**src/design/hrf_pkg.sv**
```systemverilog
// Types, match tables and character helpers for the HTTP request framer.
package hrf_pkg;

  typedef enum logic [2:0] {
    PH_HEADER,
    PH_BODY,
    PH_SIZE_LINE,
    PH_CHUNK_DATA,
    PH_CHUNK_GAP,
    PH_TRAILER
  } phase_t;

  typedef enum logic [1:0] {
    LV_SEARCH,
    LV_SKIP,
    LV_DIGITS,
    LV_DONE
  } lv_step_t;

  localparam int TE_KEY_N = 18;
  localparam int CH_VAL_N = 7;
  localparam int CL_KEY_N = 15;

  localparam logic [4:0] TE_KEY_LEN = 5'd18;
  localparam logic [4:0] CL_KEY_LEN = 5'd15;

  localparam logic [3:0] EV_SEARCH = 4'd0;
  localparam logic [3:0] EV_FIRST  = 4'd1;
  localparam logic [3:0] EV_LAST   = 4'd7;
  localparam logic [3:0] EV_FOUND  = 4'd8;
  localparam logic [3:0] EV_FAIL   = 4'd9;

  localparam logic [2:0] TERM_NONE = 3'd0;
  localparam logic [2:0] TERM_CR1  = 3'd1;
  localparam logic [2:0] TERM_LF1  = 3'd2;
  localparam logic [2:0] TERM_CR2  = 3'd3;
  localparam logic [2:0] TERM_DONE = 3'd4;

  localparam logic [7:0] CHR_CR  = 8'h0D;
  localparam logic [7:0] CHR_LF  = 8'h0A;
  localparam logic [7:0] CHR_SP  = 8'h20;
  localparam logic [7:0] CHR_TAB = 8'h09;

  localparam logic [7:0] TE_KEY [TE_KEY_N] = '{
    "t", "r", "a", "n", "s", "f", "e", "r", "-",
    "e", "n", "c", "o", "d", "i", "n", "g", ":"
  };
  localparam logic [7:0] CH_VAL [CH_VAL_N] = '{"c", "h", "u", "n", "k", "e", "d"};
  localparam logic [7:0] CL_KEY [CL_KEY_N] = '{
    "c", "o", "n", "t", "e", "n", "t", "-", "l", "e", "n", "g", "t", "h", ":"
  };

  typedef struct packed {
    logic        framing_error;
    logic [31:0] body_length;
    logic [31:0] request_length;
    logic        chunked_mode;
    logic        request_end;
    logic [7:0]  out_byte;
  } result_t;

  function automatic logic [7:0] te_key_char(input logic [4:0] idx);
    logic [7:0] ch;
    ch = 8'h00;
    if (idx < TE_KEY_LEN) begin
      ch = TE_KEY[idx];
    end
    return ch;
  endfunction

  function automatic logic [7:0] cl_key_char(input logic [4:0] idx);
    logic [7:0] ch;
    ch = 8'h00;
    if (idx < CL_KEY_LEN) begin
      ch = CL_KEY[idx[3:0]];
    end
    return ch;
  endfunction

  function automatic logic [7:0] ch_val_char(input logic [3:0] step);
    logic [3:0] idx;
    logic [7:0] ch;
    idx = step - 4'd1;
    ch = 8'h00;
    if (step >= EV_FIRST && step <= EV_LAST) begin
      ch = CH_VAL[idx[2:0]];
    end
    return ch;
  endfunction

  function automatic logic [7:0] to_lower(input logic [7:0] b);
    logic [7:0] c;
    c = b;
    if (b inside {[8'h41:8'h5A]}) begin
      c = b + 8'd32;
    end
    return c;
  endfunction

  function automatic logic is_dec(input logic [7:0] b);
    return b inside {[8'h30:8'h39]};
  endfunction

  function automatic logic is_hex(input logic [7:0] b);
    return b inside {[8'h30:8'h39], [8'h41:8'h46], [8'h61:8'h66]};
  endfunction

  function automatic logic [3:0] hex_val(input logic [7:0] b);
    logic [7:0] v;
    v = 8'h00;
    if (b inside {[8'h30:8'h39]}) begin
      v = b - 8'h30;
    end else if (b inside {[8'h41:8'h46]}) begin
      v = b - 8'h37;
    end else if (b inside {[8'h61:8'h66]}) begin
      v = b - 8'h57;
    end
    return v[3:0];
  endfunction

endpackage

```
**src/design/hrf_in_stage.sv**
```systemverilog
// Input register: holds one byte transaction ahead of the framing logic.
module hrf_in_stage (
  input  logic       clk,
  input  logic       rst_n,
  input  logic       in_tvalid,
  output logic       in_tready,
  input  logic [7:0] in_tdata,   // [7:0] data_byte
  input  logic       space,
  output logic       fire,
  output logic [7:0] byte_q
);

  logic       valid_r;
  logic       valid_nxt;
  logic [7:0] byte_r;
  logic       accept;

  assign in_tready = !valid_r || space;
  assign accept    = in_tvalid && in_tready;
  assign fire      = valid_r && space;
  assign byte_q    = byte_r;

  always_comb begin
    valid_nxt = valid_r;
    if (accept) begin
      valid_nxt = 1'b1;
    end else if (fire) begin
      valid_nxt = 1'b0;
    end
  end

  always_ff @(posedge clk) begin
    if (!rst_n) begin
      valid_r <= 1'b0;
    end else begin
      valid_r <= valid_nxt;
    end
  end

  always_ff @(posedge clk) begin
    if (accept) begin
      byte_r <= in_tdata;
    end
  end

endmodule

```
**src/design/hrf_core.sv**
```systemverilog
// Framing state and per-byte next-state logic: header scan, body and chunk tracking.
module hrf_core #(
  parameter int LENGTH_BITS = 32
) (
  input  logic             clk,
  input  logic             rst_n,
  input  logic             fire,
  input  logic [7:0]       in_byte,
  output hrf_pkg::result_t res
);
  import hrf_pkg::*;

  localparam int LB = LENGTH_BITS;
  localparam logic [LB-1:0] LEN_MAX = {LB{1'b1}};
  localparam logic [LB-1:0] LEN_ZERO = '0;
  localparam logic [LB-1:0] LEN_TWO = LB'(2);

  phase_t        phase_r, phase_nxt;
  logic [2:0]    term_r, term_nxt;
  logic [4:0]    ek_r, ek_nxt;
  logic [3:0]    ev_r, ev_nxt;
  logic [4:0]    lk_r, lk_nxt;
  lv_step_t      lv_r, lv_nxt;
  logic [LB-1:0] decl_r, decl_nxt;
  logic [LB-1:0] accum_r, accum_nxt;
  logic          sl_digit_r, sl_digit_nxt;
  logic          sl_stop_r, sl_stop_nxt;
  logic          sl_cr_r, sl_cr_nxt;
  logic [LB-1:0] rem_r, rem_nxt;
  logic [LB-1:0] req_r, req_nxt;
  logic [LB-1:0] body_r, body_nxt;
  logic          chunked_r, chunked_nxt;
  logic          err_r, err_nxt;

  logic [7:0]    lc;
  logic          ws;
  logic          req_end;
  logic [LB-1:0] req_inc;
  logic [LB+3:0] dec_wide;
  logic [LB-1:0] dec_sat;
  logic [LB-1:0] hex_sat;
  logic [LB:0]   body_sum;
  logic [LB-1:0] body_sat;
  logic [LB-1:0] rem_dec;
  logic [63:0]   req_ext;
  logic [63:0]   body_ext;

  assign lc = to_lower(in_byte);
  assign ws = (lc == CHR_SP) || (lc == CHR_TAB);

  assign req_inc  = (&req_r) ? req_r : req_r + LB'(1);
  assign dec_wide = ({4'b0, decl_r} << 3) + ({4'b0, decl_r} << 1)
                  + {{LB{1'b0}}, in_byte[3:0]};
  assign dec_sat  = (|dec_wide[LB+3:LB]) ? LEN_MAX : dec_wide[LB-1:0];
  assign hex_sat  = (|accum_r[LB-1 -: 4]) ? LEN_MAX
                  : {accum_r[LB-5:0], hex_val(in_byte)};
  assign body_sum = {1'b0, body_r} + {1'b0, accum_r};
  assign body_sat = body_sum[LB] ? LEN_MAX : body_sum[LB-1:0];
  assign rem_dec  = (rem_r != LEN_ZERO) ? rem_r - LB'(1) : LEN_ZERO;

  always_comb begin
    phase_nxt    = phase_r;
    term_nxt     = term_r;
    ek_nxt       = ek_r;
    ev_nxt       = ev_r;
    lk_nxt       = lk_r;
    lv_nxt       = lv_r;
    decl_nxt     = decl_r;
    accum_nxt    = accum_r;
    sl_digit_nxt = sl_digit_r;
    sl_stop_nxt  = sl_stop_r;
    sl_cr_nxt    = sl_cr_r;
    rem_nxt      = rem_r;
    req_nxt      = req_inc;
    body_nxt     = body_r;
    chunked_nxt  = chunked_r;
    err_nxt      = err_r;
    req_end      = 1'b0;

    case (phase_r)
      PH_HEADER: begin
        if (ev_r == EV_SEARCH) begin
          if (ek_r < TE_KEY_LEN && lc == te_key_char(ek_r)) begin
            ek_nxt = ek_r + 5'd1;
          end else begin
            ek_nxt = (lc == te_key_char(5'd0)) ? 5'd1 : 5'd0;
          end
          if (ek_nxt >= TE_KEY_LEN) begin
            ev_nxt = EV_FIRST;
          end
        end else if (ev_r >= EV_FIRST && ev_r <= EV_LAST) begin
          if (ev_r == EV_FIRST && ws) begin
            ev_nxt = ev_r;
          end else if (lc == ch_val_char(ev_r)) begin
            ev_nxt = ev_r + 4'd1;
          end else begin
            ev_nxt = EV_FAIL;
          end
        end

        case (lv_r)
          LV_SEARCH: begin
            if (lk_r < CL_KEY_LEN && lc == cl_key_char(lk_r)) begin
              lk_nxt = lk_r + 5'd1;
            end else begin
              lk_nxt = (lc == cl_key_char(5'd0)) ? 5'd1 : 5'd0;
            end
            if (lk_nxt >= CL_KEY_LEN) begin
              lv_nxt = LV_SKIP;
            end
          end
          LV_SKIP, LV_DIGITS: begin
            if (is_dec(lc)) begin
              decl_nxt = dec_sat;
              lv_nxt   = LV_DIGITS;
            end else if (!(lv_r == LV_SKIP && ws)) begin
              lv_nxt = LV_DONE;
            end
          end
          default: begin
            lv_nxt = lv_r;
          end
        endcase

        if ((term_r == TERM_NONE || term_r == TERM_LF1) && in_byte == CHR_CR) begin
          term_nxt = term_r + 3'd1;
        end else if ((term_r == TERM_CR1 || term_r == TERM_CR2) && in_byte == CHR_LF) begin
          term_nxt = term_r + 3'd1;
        end else begin
          term_nxt = (in_byte == CHR_CR) ? TERM_CR1 : TERM_NONE;
        end

        if (term_nxt >= TERM_DONE) begin
          if (ev_nxt == EV_FOUND) begin
            chunked_nxt  = 1'b1;
            phase_nxt    = PH_SIZE_LINE;
            accum_nxt    = LEN_ZERO;
            sl_digit_nxt = 1'b0;
            sl_stop_nxt  = 1'b0;
            sl_cr_nxt    = 1'b0;
          end else begin
            body_nxt = decl_nxt;
            if (decl_nxt == LEN_ZERO) begin
              req_end = 1'b1;
            end else begin
              rem_nxt   = decl_nxt;
              phase_nxt = PH_BODY;
            end
          end
        end
      end

      PH_BODY: begin
        rem_nxt = rem_dec;
        if (rem_dec == LEN_ZERO) begin
          req_end = 1'b1;
        end
      end

      PH_SIZE_LINE: begin
        if (sl_cr_r && in_byte == CHR_LF) begin
          if (!sl_digit_r) begin
            err_nxt = 1'b1;
          end
          if (accum_r == LEN_ZERO) begin
            rem_nxt   = LEN_TWO;
            phase_nxt = PH_TRAILER;
          end else begin
            body_nxt  = body_sat;
            rem_nxt   = accum_r;
            phase_nxt = PH_CHUNK_DATA;
          end
          accum_nxt    = LEN_ZERO;
          sl_digit_nxt = 1'b0;
          sl_stop_nxt  = 1'b0;
          sl_cr_nxt    = 1'b0;
        end else begin
          if (!sl_stop_r) begin
            if (is_hex(in_byte)) begin
              accum_nxt    = hex_sat;
              sl_digit_nxt = 1'b1;
            end else begin
              sl_stop_nxt = 1'b1;
            end
          end
          sl_cr_nxt = (in_byte == CHR_CR);
        end
      end

      PH_CHUNK_DATA: begin
        rem_nxt = rem_dec;
        if (rem_dec == LEN_ZERO) begin
          rem_nxt   = LEN_TWO;
          phase_nxt = PH_CHUNK_GAP;
        end
      end

      PH_CHUNK_GAP: begin
        rem_nxt = rem_dec;
        if (rem_dec == LEN_ZERO) begin
          phase_nxt    = PH_SIZE_LINE;
          accum_nxt    = LEN_ZERO;
          sl_digit_nxt = 1'b0;
          sl_stop_nxt  = 1'b0;
          sl_cr_nxt    = 1'b0;
        end
      end

      default: begin
        rem_nxt = rem_dec;
        if (rem_dec == LEN_ZERO) begin
          req_end = 1'b1;
        end
      end
    endcase
  end

  assign req_ext  = 64'(req_nxt);
  assign body_ext = 64'(body_nxt);

  always_comb begin
    res.out_byte       = in_byte;
    res.request_end    = req_end;
    res.chunked_mode   = chunked_nxt;
    res.request_length = req_ext[31:0];
    res.body_length    = body_ext[31:0];
    res.framing_error  = err_nxt;
  end

  always_ff @(posedge clk) begin
    if (!rst_n || (fire && req_end)) begin
      phase_r    <= PH_HEADER;
      term_r     <= TERM_NONE;
      ek_r       <= 5'd0;
      ev_r       <= EV_SEARCH;
      lk_r       <= 5'd0;
      lv_r       <= LV_SEARCH;
      decl_r     <= LEN_ZERO;
      accum_r    <= LEN_ZERO;
      sl_digit_r <= 1'b0;
      sl_stop_r  <= 1'b0;
      sl_cr_r    <= 1'b0;
      rem_r      <= LEN_ZERO;
      req_r      <= LEN_ZERO;
      body_r     <= LEN_ZERO;
      chunked_r  <= 1'b0;
      err_r      <= 1'b0;
    end else if (fire) begin
      phase_r    <= phase_nxt;
      term_r     <= term_nxt;
      ek_r       <= ek_nxt;
      ev_r       <= ev_nxt;
      lk_r       <= lk_nxt;
      lv_r       <= lv_nxt;
      decl_r     <= decl_nxt;
      accum_r    <= accum_nxt;
      sl_digit_r <= sl_digit_nxt;
      sl_stop_r  <= sl_stop_nxt;
      sl_cr_r    <= sl_cr_nxt;
      rem_r      <= rem_nxt;
      req_r      <= req_nxt;
      body_r     <= body_nxt;
      chunked_r  <= chunked_nxt;
      err_r      <= err_nxt;
    end
  end

endmodule

```
**src/design/hrf_out_stage.sv**
```systemverilog
// Result register: holds one tagged byte until the downstream side takes it.
module hrf_out_stage (
  input  logic             clk,
  input  logic             rst_n,
  input  logic             load,
  input  hrf_pkg::result_t res,
  output logic             space,
  output logic             out_tvalid,
  input  logic             out_tready,
  output logic [71:0]      out_tdata,
  output logic             out_tlast,
  output logic [1:0]       out_tuser
);
  import hrf_pkg::*;

  logic    valid_r;
  logic    valid_nxt;
  result_t res_r;

  assign space      = !valid_r || out_tready;
  assign out_tvalid = valid_r;
  assign out_tdata  = {res_r.body_length, res_r.request_length, res_r.out_byte};
  assign out_tlast  = res_r.request_end;
  assign out_tuser  = {res_r.framing_error, res_r.chunked_mode};

  always_comb begin
    valid_nxt = valid_r;
    if (load) begin
      valid_nxt = 1'b1;
    end else if (out_tready) begin
      valid_nxt = 1'b0;
    end
  end

  always_ff @(posedge clk) begin
    if (!rst_n) begin
      valid_r <= 1'b0;
    end else begin
      valid_r <= valid_nxt;
    end
  end

  always_ff @(posedge clk) begin
    if (load) begin
      res_r <= res;
    end
  end

endmodule

```
**src/design/http_request_framer_top.sv**
```systemverilog
// Top level of the HTTP/1.1 request framer.
// Takes one byte per clock while the output is not stalled, from a stream of pipelined
// HTTP/1.1 requests and returns each byte tagged with an end-of-request mark (tlast), the
// chunked-framing and framing-error flags, and running request and body lengths. The
// sustained rate is one byte per cycle while out_tready is high; each byte goes from
// the input register to the result register, with all framing logic between the two.
// The header ends at the first CR LF CR LF; a transfer-encoding of chunked selects chunked
// framing, otherwise the content-length value sets the body size (zero if absent). Chunk
// size lines end at CR LF, with everything from the first non-hex byte ignored; an empty
// size line is taken as the last chunk and sets the error flag. Lengths saturate at
// 2^LENGTH_BITS - 1 and are reported in their low 32 bits.
module http_request_framer_top #(
  parameter int LENGTH_BITS = 32
) (
  input  logic        clk,
  input  logic        rst_n,
  input  logic        in_tvalid,
  output logic        in_tready,
  input  logic [7:0]  in_tdata,   // [7:0] data_byte
  output logic        out_tvalid,
  input  logic        out_tready,
  output logic [71:0] out_tdata,  // [7:0] out_byte, [39:8] request_length, [71:40] body_length
  output logic        out_tlast,  // request_end
  output logic [1:0]  out_tuser   // [0] chunked_mode, [1] framing_error
);
  import hrf_pkg::*;

  logic       space;
  logic       fire;
  logic [7:0] byte_q;
  result_t    res;

  hrf_in_stage u_in_stage (
    .clk       (clk),
    .rst_n     (rst_n),
    .in_tvalid (in_tvalid),
    .in_tready (in_tready),
    .in_tdata  (in_tdata),
    .space     (space),
    .fire      (fire),
    .byte_q    (byte_q)
  );

  hrf_core #(
    .LENGTH_BITS (LENGTH_BITS)
  ) u_core (
    .clk     (clk),
    .rst_n   (rst_n),
    .fire    (fire),
    .in_byte (byte_q),
    .res     (res)
  );

  hrf_out_stage u_out_stage (
    .clk        (clk),
    .rst_n      (rst_n),
    .load       (fire),
    .res        (res),
    .space      (space),
    .out_tvalid (out_tvalid),
    .out_tready (out_tready),
    .out_tdata  (out_tdata),
    .out_tlast  (out_tlast),
    .out_tuser  (out_tuser)
  );

endmodule

```
**config.mk**
```make
export PLATFORM = sky130hd
export DESIGN_NAME = http_request_framer_top
export DESIGN_NICKNAME = d
export VERILOG_FILES = /design/src/design/hrf_pkg.sv /design/src/design/hrf_in_stage.sv /design/src/design/hrf_core.sv /design/src/design/hrf_out_stage.sv /design/src/design/http_request_framer_top.sv
export SDC_FILE = /design/constraint.sdc
export NUM_CORES = 1
export LEC_CHECK = 0
export BUFFER_PORTS_ARGS = -buffer_cell sky130_fd_sc_hd__clkbuf_2
export CAP_MARGIN = 20
export CORE_UTILIZATION = 50
export CTS_CLUSTER_DIAMETER = 200
export DETAILED_ROUTE_END_ITERATION = 10
export GPL_ROUTABILITY_DRIVEN = 0
export GPL_TIMING_DRIVEN = 0
export HOLD_SLACK_MARGIN = 0.15
export PLACE_DENSITY_LB_ADDON = 0.15
export SLEW_MARGIN = 25
export SYNTH_ARGS = -nofsm -noshare
export SYNTH_HDL_FRONTEND = slang
export SYNTH_SLANG_ARGS = --single-unit
```
**constraint.sdc**
```tcl
create_clock -name clk -period 4.7 [get_ports clk]
set_input_delay 0.94 -clock clk [delete_from_list [all_inputs] [get_ports clk]]
set_output_delay 0.94 -clock clk [all_outputs]
set_load 0.02 [all_outputs]
```
# Yosys cells after proc, flatten, opt, wreduce, memory -nomap -nowiden
# Memory sizes are Yosys's and may differ from the RTL's.
# Cells that the tools add are included.
[totals] reg_bits=272 latch_bits=0 ramBits=0 romBits=448 out_inout_bits=77 memories=3
[classes] add_sub_neg=14 multipliers=0 div_mod_pow=0 order_cmp=19 n_eq_ne=31 shift=0 muxes=105 n_bitwise=3 n_reduce_logical=52
[memory_table] name="(no name shown)" words=32 word_bits=8 read_ports=1 rd_clocked_by_memory_dff=0 write_ports=0 line_no="hrf_pkg.sv:66" rtl="ch = TE_KEY[idx];"
[memory_table] name="(no name shown)" words=16 word_bits=8 read_ports=1 rd_clocked_by_memory_dff=0 write_ports=0 line_no="hrf_pkg.sv:75" rtl="ch = CL_KEY[idx[3:0]];"
[memory_table] name="(no name shown)" words=8 word_bits=8 read_ports=1 rd_clocked_by_memory_dff=0 write_ports=0 line_no="hrf_pkg.sv:86" rtl="ch = CH_VAL[idx[2:0]];"
[ops] cell="$mux 32" count=24
[ops] cell="$pmux 32 s3" count=2
[ops] cell="$mux 8" count=17
[ops] cell="$logic_not 32->1" count=3
[ops] cell="$pmux 32 s2" count=1
[ops] cell="$add 35x33->36" count=1
[ops] cell="$add 36x4->36" count=1
[ops] cell="$mux 4" count=9
[ops] cell="$add 32x32->33" count=1
[ops] cell="$add 32x1->32 const B" count=1
[ops] cell="$reduce_and 32->1" count=1
[ops] cell="$reduce_bool 32->1" count=1
[ops] cell="$sub 32x1->32 const B" count=1
[ops] cell="$mux 3" count=10
[ops] cell="$mux 5" count=6
[ops] cell="$mux 1" count=27
[ops] cell="$eq 8x4->1 const B" count=3
[ops] cell="$eq 8x8->1" count=3
[ops] cell="$le 8x7->1 const B" count=3
[ops] cell="$eq 8x7->1 const B" count=2
[ops] cell="$ge 8x6->1 const B" count=2
[ops] cell="$ge 8x7->1 const B" count=2
[ops] cell="$le 8x6->1 const B" count=2
[ops] cell="$logic_and 1x1->1" count=16
[ops] cell="other kinds (52)" count=85

# Logic depth before layout (Yosys ltp)
# Gate-level depths: netlist of run 1.
[depth] ltp_word=22 depth_mapped=21

# By module
# A second synthesis of run 1 with hierarchy kept.
[unflattened] cells_unflattened=2414 area_unflattened_um2=20021.7
[by_module_without_submodules] mod="hrf_core" n_inst=1 cells_each=2321 area_each_um2=17415.5 seq_area_each_um2=3743.6
[by_module_without_submodules] mod="hrf_out_stage" n_inst=1 cells_each=79 area_each_um2=2301.0 seq_area_each_um2=2272.2
[by_module_without_submodules] mod="hrf_in_stage" n_inst=1 cells_each=14 area_each_um2=305.3 seq_area_each_um2=260.2

# Worst setup path after synthesis of run 1
# OpenSTA, ideal clock, no wires.
[synth_timing] kind="reg-to-reg" startpoint="reg u_in_stage.byte_r[3], in the netlist u_in_stage.byte_q[3]" endpoint="reg u_core.body_r[17]" t_arrival_ns=4.444 t_required_ns=4.432 setup_slack_ns=-0.013 stages_incl_launch_ff=20 path_buffers=3 path_cell_list="edfxtp_1 fa_1 inv_1 fa_1 nand2b_1 a211oi_1 o21ai_1 a21oi_1 a2111oi_2 xnor2_1 nor4_2 and2_1 buf_4 nand2_1 a2111o_1 nor3_2 a311o_1 buf_4 buf_6 a211oi_1"
[synth_between] elab_chain_len=18 word_cells_on_any_way=55 cone_classes="add/sub: 2; order compare: 6; eq/ne: 8; mux: 27; reduce/logical: 12"
[synth_lines] item="start: declaration" line_no="hrf_in_stage.sv:15" rtl="logic [7:0] byte_r;"
[synth_lines] item="start signal: assignment" line_no="hrf_in_stage.sv:42" rtl="byte_r <= in_tdata;"
[synth_lines] item="$ge 8x7->1 / $le 8x7->1 (equally long branches)" line_no="hrf_pkg.sv:94" rtl="if (b inside {[8'h41:8'h5A]}) begin"
[synth_lines] item="$logic_and 1x1->1" line_no="hrf_pkg.sv:94"
[synth_lines] item="$mux 8" line_no="hrf_pkg.sv:94"
[synth_lines] item="$eq 8x7->1 / $eq 8x8->1 (equally long branches)" line_no="hrf_core.sv:86, hrf_core.sv:83"
[synth_lines] item="$mux 1 / $logic_and 1x1->1 (equally long branches)" line_no="hrf_core.sv:86, hrf_core.sv:83"
[synth_lines] item="$mux 5" line_no="hrf_core.sv:83" rtl="if (ek_r < TE_KEY_LEN && lc == te_key_char(ek_r)) begin"
[synth_lines] item="$mux 5" line_no="hrf_core.sv:82" rtl="if (ev_r == EV_SEARCH) begin"
[synth_lines] item="$mux 5" line_no="hrf_core.sv:80" rtl="case (phase_r)"
[synth_lines] item="(+2 left out)"
[synth_lines] item="$mux 4" line_no="hrf_core.sv:82"
[synth_lines] item="$mux 4" line_no="hrf_core.sv:80"
[synth_lines] item="$eq 4x4->1" line_no="hrf_core.sv:134" rtl="if (ev_nxt == EV_FOUND) begin"
[synth_lines] item="$mux 1" line_no="hrf_core.sv:134"
[synth_lines] item="$mux 1" line_no="hrf_core.sv:133" rtl="if (term_nxt >= TERM_DONE) begin"
[synth_lines] item="$pmux 1 s2" line_no="hrf_core.sv:80"
[synth_lines] item="$logic_and 1x1->1" line_no="hrf_core.sv:231" rtl="if (!rst_n || (fire && req_end)) begin"
[synth_lines] item="$logic_or 1x1->1" line_no="hrf_core.sv:231"
[synth_lines] item="end signal: assignment" line_no="hrf_core.sv:262" rtl="body_r <= body_nxt;"
[synth_lines] item="end: declaration" line_no="hrf_core.sv:31" rtl="logic [LB-1:0] body_r, body_nxt;"
# Parallel ways exist; a longest one is shown, timed or not. The select of a mux whose other input is x is not followed.
# A chain may end at the register's enable or synchronous reset.

# Worst setup path in the final report of run 1
[layout_timing] startpoint="reg u_in_stage.byte_r[3], in the netlist u_in_stage.byte_q[3]" endpoint="reg u_core.body_r[16]"
# Same word-level chain as after synthesis.

==> impl_metrics.env, run 1 <==
export IMPL_slew_viol_final=0
export IMPL_stdcell_count=3035
export IMPL_fmax_mhz=194
export IMPL_violations="negative setup slack"
export IMPL_slowest_delay_ns=0.62
export IMPL_dp_hpwl_mm=46.4
export IMPL_grt_overflow_total=0
export IMPL_numCtsBuffers=30
export IMPL_fin_crit_sh_pct=109
export IMPL_final_cell_mix="nand2_1, nor2_1, a21oi_1"
export IMPL_grt_pass1_vias=17200
export IMPL_end_kind="register"
export IMPL_die_x_um=198
export IMPL_crit_end="u_core.body_r[16]"
export IMPL_synthDistinctLibCells=95
export IMPL_p_leak_nw=9.14
export IMPL_power_frac_clock_pct=46.6
export IMPL_antenna_found_initial=0
export IMPL_synth_ff_type="dfxtp_1"
export IMPL_drt_iter0_drc=1987
export IMPL_regArea_um2=6280
export IMPL_clock_path_buffers=3
export IMPL_vdd_drop_max_uv=256
export IMPL_cp_slowest_cell="fa_2"
export IMPL_avgSynthCellArea_um2=8.19
export IMPL_rr_worst_depth=21
export IMPL_status="finished, violations left"
export IMPL_critPathTopFamily="compound AO/OA/AOI/OAI gates"
export IMPL_insertion_delay_ns=0.58
export IMPL_intPower_mw=4.16
export IMPL_fillers=3360
export IMPL_synth_nets=2498
export IMPL_drt_wirelength_per_cell_um=20.8
export IMPL_synth_top_cell_area_share_pct=19.6
export IMPL_ff2ff_setup_slack_ns=-0.44
export IMPL_holdWs_ns=0.466
export IMPL_core_um2=37800
export IMPL_min_period_ns=5.14
export IMPL_clock_sinks=272
export IMPL_n_antenna_cell=0
export IMPL_critical_path_class="reg2reg"
export IMPL_drv_cap=0
export IMPL_finClkSkew_ns=0.0109
export IMPL_cts_tree="built"
export IMPL_io_buffers=88
export IMPL_crit_path_frequent_cell="buf_12"
export IMPL_synth_area_leaders="dfxtp_1, edfxtp_1, ha_1"
export IMPL_placementRows=71
export IMPL_fin_tns_setup_ns=-72.29
export IMPL_multi_input_area_um2=12400
export IMPL_start_util_pct=51.0
export IMPL_root_buffer="clkbuf_16"
export IMPL_synth_cells=2352
export IMPL_syn_cell_area_um2=19300
export IMPL_cp_startpoint="u_in_stage.byte_q[3]"
export IMPL_yosys_register_bits=272
export IMPL_h_tree_depth=1
export IMPL_grt_max_degree=52
export IMPL_comb_power_share_pct=7.8
export IMPL_r2r_end="u_core.body_r[16]"
export IMPL_worstSetupPathDepth=21
export IMPL_drive_above_1_share_pct=13.4
export IMPL_crit_chain="fa_2 -> ha_1 -> a211oi_2 -> nor4_2 -> o211ai_1 -> buf_4 -> a211oi_4 -> o2111a_2 -> o22a_1 -> xnor2_2 -> and2_4 -> buf_8 -> a21oi_1 -> a2111o_1 -> nor3_4 -> a311o_1 -> buf_6 -> buf_12 -> buf_12 -> buf_12 -> a21oi_1"
export IMPL_syn_to_final_growth_pct=16.2
export IMPL_r2r_start="u_in_stage.byte_q[3]"
export IMPL_wirelength_mm=63.0
export IMPL_rsz0062_at_grt="yes"
export IMPL_worstPathArrival_ns=5.61
export IMPL_synth_edf_count=83
export IMPL_p_per_area_nw_per_um2=246
export IMPL_finalHoldViolCount=0
export IMPL_ys_warn_count=0
export IMPL_async_flop_share_pct=0
export IMPL_tightest_slew_ns=1.01
export IMPL_seq_power_share_pct=45.6
export IMPL_required_ns=5.16
export IMPL_drc_errors=0
export IMPL_ant_nets=0
export IMPL_layout_commonest_cell="nand2_1"
export IMPL_grtUsageTotal_pct=31.5
export IMPL_grt_pass1_wl_mm=96.9
export IMPL_setup_violations=193
export IMPL_startpoint_type="register"
export IMPL_drt_pass1_iterations=6
export IMPL_crit_buf_inv=6
export IMPL_fp_dieH_um=198
export IMPL_slew_headroom_pct=31.9
export IMPL_vias=18900
export IMPL_pre_cts_ws_ns=-1.30
export IMPL_hold_class="reg2reg"
export IMPL_routed_via_density=6.23
export IMPL_nNetsFinal=2646
export IMPL_yosysTopAreaCell="dfxtp_1"
export IMPL_swShare_pct=24.4
export IMPL_clk_pin_slew_ns=0.06
export IMPL_synth_seq_area_share_pct=32.6
export IMPL_ioPinCount=89
export IMPL_placedCellCount=2952
export IMPL_worst_slack_ns=-0.445
export IMPL_path_max_fanout=10
export IMPL_switching_power_mw=1.34
export IMPL_die_area_um2=39300
## logic make-up after synthesis
family,share of synthesized area [%]
compound gates,23.0
xor+xnor,7.09
fa+ha+maj,8.82
buf+inv,4.88
flops,32.6
mux,2.13
simple gates,21.5
## layout make-up
class	count	area share [%]
plain buffers	137	4.06
clock buffers	37	3.70
clock inverters	19	1.09
inverters	64	1.09
multi-input cells	1877	55.5
flip-flops and latches	272	28.0
well taps	511	2.86
repair buffers	118	3.64
## synthesized netlist by cell type (56+ instances only)
master	count
nand3_1	59
xnor2_1	88
o21ai_0	91
dfxtp_1	189
nand2_1	275
nor2_1	278
edfxtp_1	83
nor3_1	56
xor2_1	68
a21oi_1	216
inv_1	63
clkbuf_1	94
ha_1	131
## power groups by stage
stage,registers (mW),clock network [mW],logic [mW]
6_report,2.51,2.56,0.429
5_1_grt,2.52,2.68,0.459
4_1_cts,2.51,2.59,0.419
3_5_place_dp,2.56,0,0.373
3_3_place_gp,2.56,0,0.363
2_1_floorplan,2.60,0,0.208
## how the worst min path moves through the flow
| stage | start | endpoint | slack (ns) | depth (start not counted) |
|---|---|---|---|---|
| floorplan | u_core.err_r | u_core.err_r | 0.43 | 2 |
| global placement | u_core.err_r | u_core.err_r | 0.44 | 2 |
| detailed placement | u_core.sl_digit_r | u_core.sl_digit_r | 0.46 | 2 |
| CTS | u_core.sl_digit_r | u_core.sl_digit_r | 0.46 | 2 |
| global route | u_core.sl_digit_r | u_core.sl_digit_r | 0.48 | 2 |
| finish | u_core.err_r | u_core.err_r | 0.47 | 2 |
## stage by stage
stage	cell area [um^2]	total power, mW	util (%)
floorplan	19300	2.81	-
global placement	20400	2.93	53.9
CTS	22300	5.52	59.0
global route	22400	5.65	59.3
detailed placement	20400	2.93	54.0
finish	22400	5.50	59.3
## sequential cells by signal, summed over array words and instances, names as in the netlist, 4 cells and up
| signal | count |
|---|---|
| u_in_stage.byte_q | 8 |
| u_core.ek_r | 5 |
| u_core.req_r | 32 |
| u_core.accum_r | 32 |
| u_out_stage.out_tdata | 72 |
| u_core.rem_r | 32 |
| u_core.body_r | 32 |
| u_core.lk_r | 5 |
| u_core.decl_r | 32 |
| u_core.ev_r | 4 |
## worst reg2reg max path: cells and delay by family, from the launching register on
family | cells | cell delay [ns]
fa+ha+maj | 2 | 0.88
flops | 1 | 0.53
xor+xnor | 1 | 0.23
simple gates | 3 | 0.58
compound gates | 9 | 1.95
buf+inv | 6 | 0.86
## metal layers
metal	up-vias	routed length, um	global-route usage (%)
met5	-	0	0
met4	0	3060	14.5
met3	175	5650	5.52
met2	971	27300	48.7
met1	8876	27100	42.6
li1	8892	-	-
## timing repair
| item | CTS | global route |
|---|---|---|
| resized for setup | 128 | 26 |
| setup buffers | 22 | 3 |
| gates cloned | 4 | 0 |
| hold buffers | 0 | 0 |
| pin swaps | 29 | 11 |
| endpoints found under the setup margin | 220 | 220 |
No activity file was read; power rests on OpenSTA's default activity.
==> run 2, diff against run 1 <==
- ABC_AREA: unset -> 1
==> run 2 against run 1 <==
The flow now finishes without violations; global-route usage is essentially flat; worst setup slack gained 0.67 ns; final cell count grew 29%; critical endpoint is now u_core.accum_r[29]; largest cell class unchanged; highest routed layer unchanged.
==> impl_metrics.env, run 2 <==
export IMPL_status="completed"
export IMPL_numCtsBuffers=30
export IMPL_drive_above_1_share_pct=11.4
export IMPL_start_util_pct=50.9
export IMPL_fp_dieH_um=209
export IMPL_wirelength_mm=70.3
export IMPL_drt_wirelength_per_cell_um=18.0
export IMPL_yosys_register_bits=272
export IMPL_synth_most_common_cell="nand2_1"
export IMPL_seq_power_share_pct=42.1
export IMPL_crit_path_frequent_cell="nand2_1"
export IMPL_critical_path_class="reg2reg"
export IMPL_clk_pin_slew_ns=0.07
export IMPL_slew_headroom_pct=46.9
export IMPL_p_leak_nw=11.1
export IMPL_drt_pass1_iterations=6
export IMPL_placementRows=75
export IMPL_slew_viol_final=0
export IMPL_ant_nets=0
export IMPL_synth_edf_count=83
export IMPL_hold_end="u_core.chunked_r"
export IMPL_vdd_drop_max_uv=213
export IMPL_intPower_mw=4.37
export IMPL_syn_to_final_growth_pct=11.5
export IMPL_synth_ff_type="dfxtp_1"
export IMPL_drv_cap=0
export IMPL_cts_tree="built"
export IMPL_clock_sinks=272
export IMPL_n_antenna_cell=0
export IMPL_ff2ff_setup_slack_ns=0.22
export IMPL_synth_top_cell_area_share_pct=17.6
export IMPL_yosys_top_cells_count="nand2_1, nor2_1, inv_1"
export IMPL_largest_register_ffs=72
export IMPL_wl_met1_mm=29.8
export IMPL_ys_warn_count=0
export IMPL_core_um2=42100
export IMPL_path_max_fanout=10
export IMPL_p_per_area_nw_per_um2=256
export IMPL_drt_iter0_drc=2503
export IMPL_avgSynthCellArea_um2=6.68
export IMPL_synthDistinctLibCells=70
export IMPL_async_flop_share_pct=0
export IMPL_insertion_delay_ns=0.60
export IMPL_finalHoldViolCount=0
export IMPL_cp_startpoint="u_core.decl_r[2]"
export IMPL_totalPowerFinal_mw=6.11
export IMPL_rr_worst_depth=31
export IMPL_nNetsFinal=3488
export IMPL_setup_violations=0
export IMPL_min_delay_start="u_core.chunked_r"
export IMPL_tightest_slew_ns=0.797
export IMPL_syn_cell_area_um2=21500
export IMPL_swShare_pct=28.5
export IMPL_grt_pass1_vias=20800
export IMPL_dp_hpwl_mm=55.1
export IMPL_grt_overflow_total=0
export IMPL_r2r_end="u_core.accum_r[29]"
export IMPL_synth_seq_area_share_pct=29.3
export IMPL_yosysTopAreaCell="dfxtp_1"
export IMPL_required_ns=5.19
export IMPL_fin_crit_sh_pct=95.2
export IMPL_final_cell_mix="nand2_1, nor2_1, inv_1"
export IMPL_cp_slowest_cell="fa_1"
export IMPL_wl_met3_mm=6.56
export IMPL_ioPinCount=89
export IMPL_hold_class="reg2reg"
export IMPL_r2r_start="u_core.decl_r[2]"
export IMPL_finClkSkew_ns=0.0125
export IMPL_comb_power_share_pct=16.0
export IMPL_die_area_um2=43700
export IMPL_drc_errors=0
export IMPL_fmax_mhz=223
export IMPL_grt_pass1_wl_mm=110
export IMPL_antenna_found_initial=0
export IMPL_synth_area_leaders="dfxtp_1, nand2_1, edfxtp_1"
export IMPL_h_tree_depth=1
export IMPL_min_period_ns=4.48
export IMPL_switching_power_mw=1.74
export IMPL_worstPathArrival_ns=4.96
export IMPL_root_buffer="clkbuf_16"
export IMPL_io_buffers=88
export IMPL_end_kind="register"
export IMPL_synth_nets=3358
export IMPL_startpoint_type="register"
export IMPL_grtUsageTotal_pct=31.6
export IMPL_routed_via_density=5.72
export IMPL_clock_path_buffers=3
export IMPL_grt_max_degree=85
export IMPL_layout_commonest_cell="nand2_1"
export IMPL_fillers=4105
export IMPL_holdPathStages=2
export IMPL_synth_cells=3212
export IMPL_holdBufCountCts=0
export IMPL_vias=22300
export IMPL_top_layer_used="met4"
export IMPL_slowest_delay_ns=0.59
export IMPL_die_x_um=209
export IMPL_holdWs_ns=0.465
export IMPL_wl_met2_mm=30.7
export IMPL_power_frac_clock_pct=41.9
==> run 2: changes by cell type after synthesis, moves of 52 or more <==
cell	before	now
nand2_1	275	864
clkbuf_1	94	42
xnor2_1	88	23
inv_1	63	331
nor2_1	278	387
nand3_1	59	238
==> run 2: how the worst max path moves through the flow <==
stage	endpoint	slack [ns]
2_1_floorplan	u_core.body_r[13]	0.81
3_3_place_gp	u_core.rem_r[30]	-0.42
3_5_place_dp	u_core.req_r[21]	-0.47
4_1_cts	u_core.rem_r[30]	0.02
5_1_grt	u_core.accum_r[29]	-0.008
6_report	u_core.accum_r[29]	0.22
==> run 2: per-layer routing <==
layer  global-route usage [%]  up-vias
li1                         -    10800
met1                     42.2    10200
met2                     50.5     1092
met3                     4.27      219
met4                     14.4        0
met5                        0        -
==> run 2: stage by stage <==
stage	area, um^2	utilization [%]	setup slack, ns	std cells	setup TNS, ns
4_1_cts	23800	56.4	0.0240	3900	0
3_5_place_dp	22600	53.6	-0.466	3840	-77.66
5_1_grt	23900	56.8	-0.00789	3905	-0.0126
2_1_floorplan	21500	-	0.810	3212	0
3_3_place_gp	22600	53.6	-0.421	3839	-68.50
6_report	23900	56.8	0.224	3905	0
==> run 2: area by class of cell <==
type / count / area [um^2] / area share (%)
plain buffers: 111 / 885 / 3.70
clock buffers: 47 / 937 / 3.92
clock inverters: 9 / 136 / 0.570
inverters: 354 / 1340 / 5.61
multi-input cells: 2475 / 13100 / 54.7
flip-flops and latches: 272 / 6280 / 26.2
well taps: 539 / 674 / 2.82
repair buffers: 98 / 576 / 2.41
==> run 2: cell families (layout without fill, tap and decap cells) <==
logic type / Yosys count / after routing / share of synthesized area [%]
adder cells (fa/ha/maj): 134 / 134 / 7.92
AND/OR/NAND/NOR: 1779 / 1779 / 36.1
AO/OA/AOI/OAI: 477 / 477 / 13.0
buffers and inverters: 465 / 619 / 10.3
XOR/XNOR: 85 / 85 / 3.47
flip-flops: 272 / 272 / 29.3
==> run 2: what timing repair did <==
item                       4_1_cts  5_1_grt
gates resized for setup         20       19
setup endpoints to repair      188      189
cloned                           1        2
pin swaps                        1        3
buffers inserted                 3        3
==> run 2: critical path, delay by kind of cell, from the launching register on <==
family	cells	cell delay (ns)
AND/OR/NAND/NOR	21	1.97
adder cells (fa/ha/maj)	2	1.00
buffers and inverters	7	0.84
flip-flops	1	0.37
AO/OA/AOI/OAI	1	0.13
==> run 2: power groups by stage <==
stage	sequential [mW]	combinational [mW]	clock, mW
floorplan	2.64	0.615	0
detailed placement	2.62	0.907	0
finish	2.57	0.977	2.56
global route	2.58	1.07	2.67
global placement	2.62	0.890	0
CTS	2.57	0.937	2.58
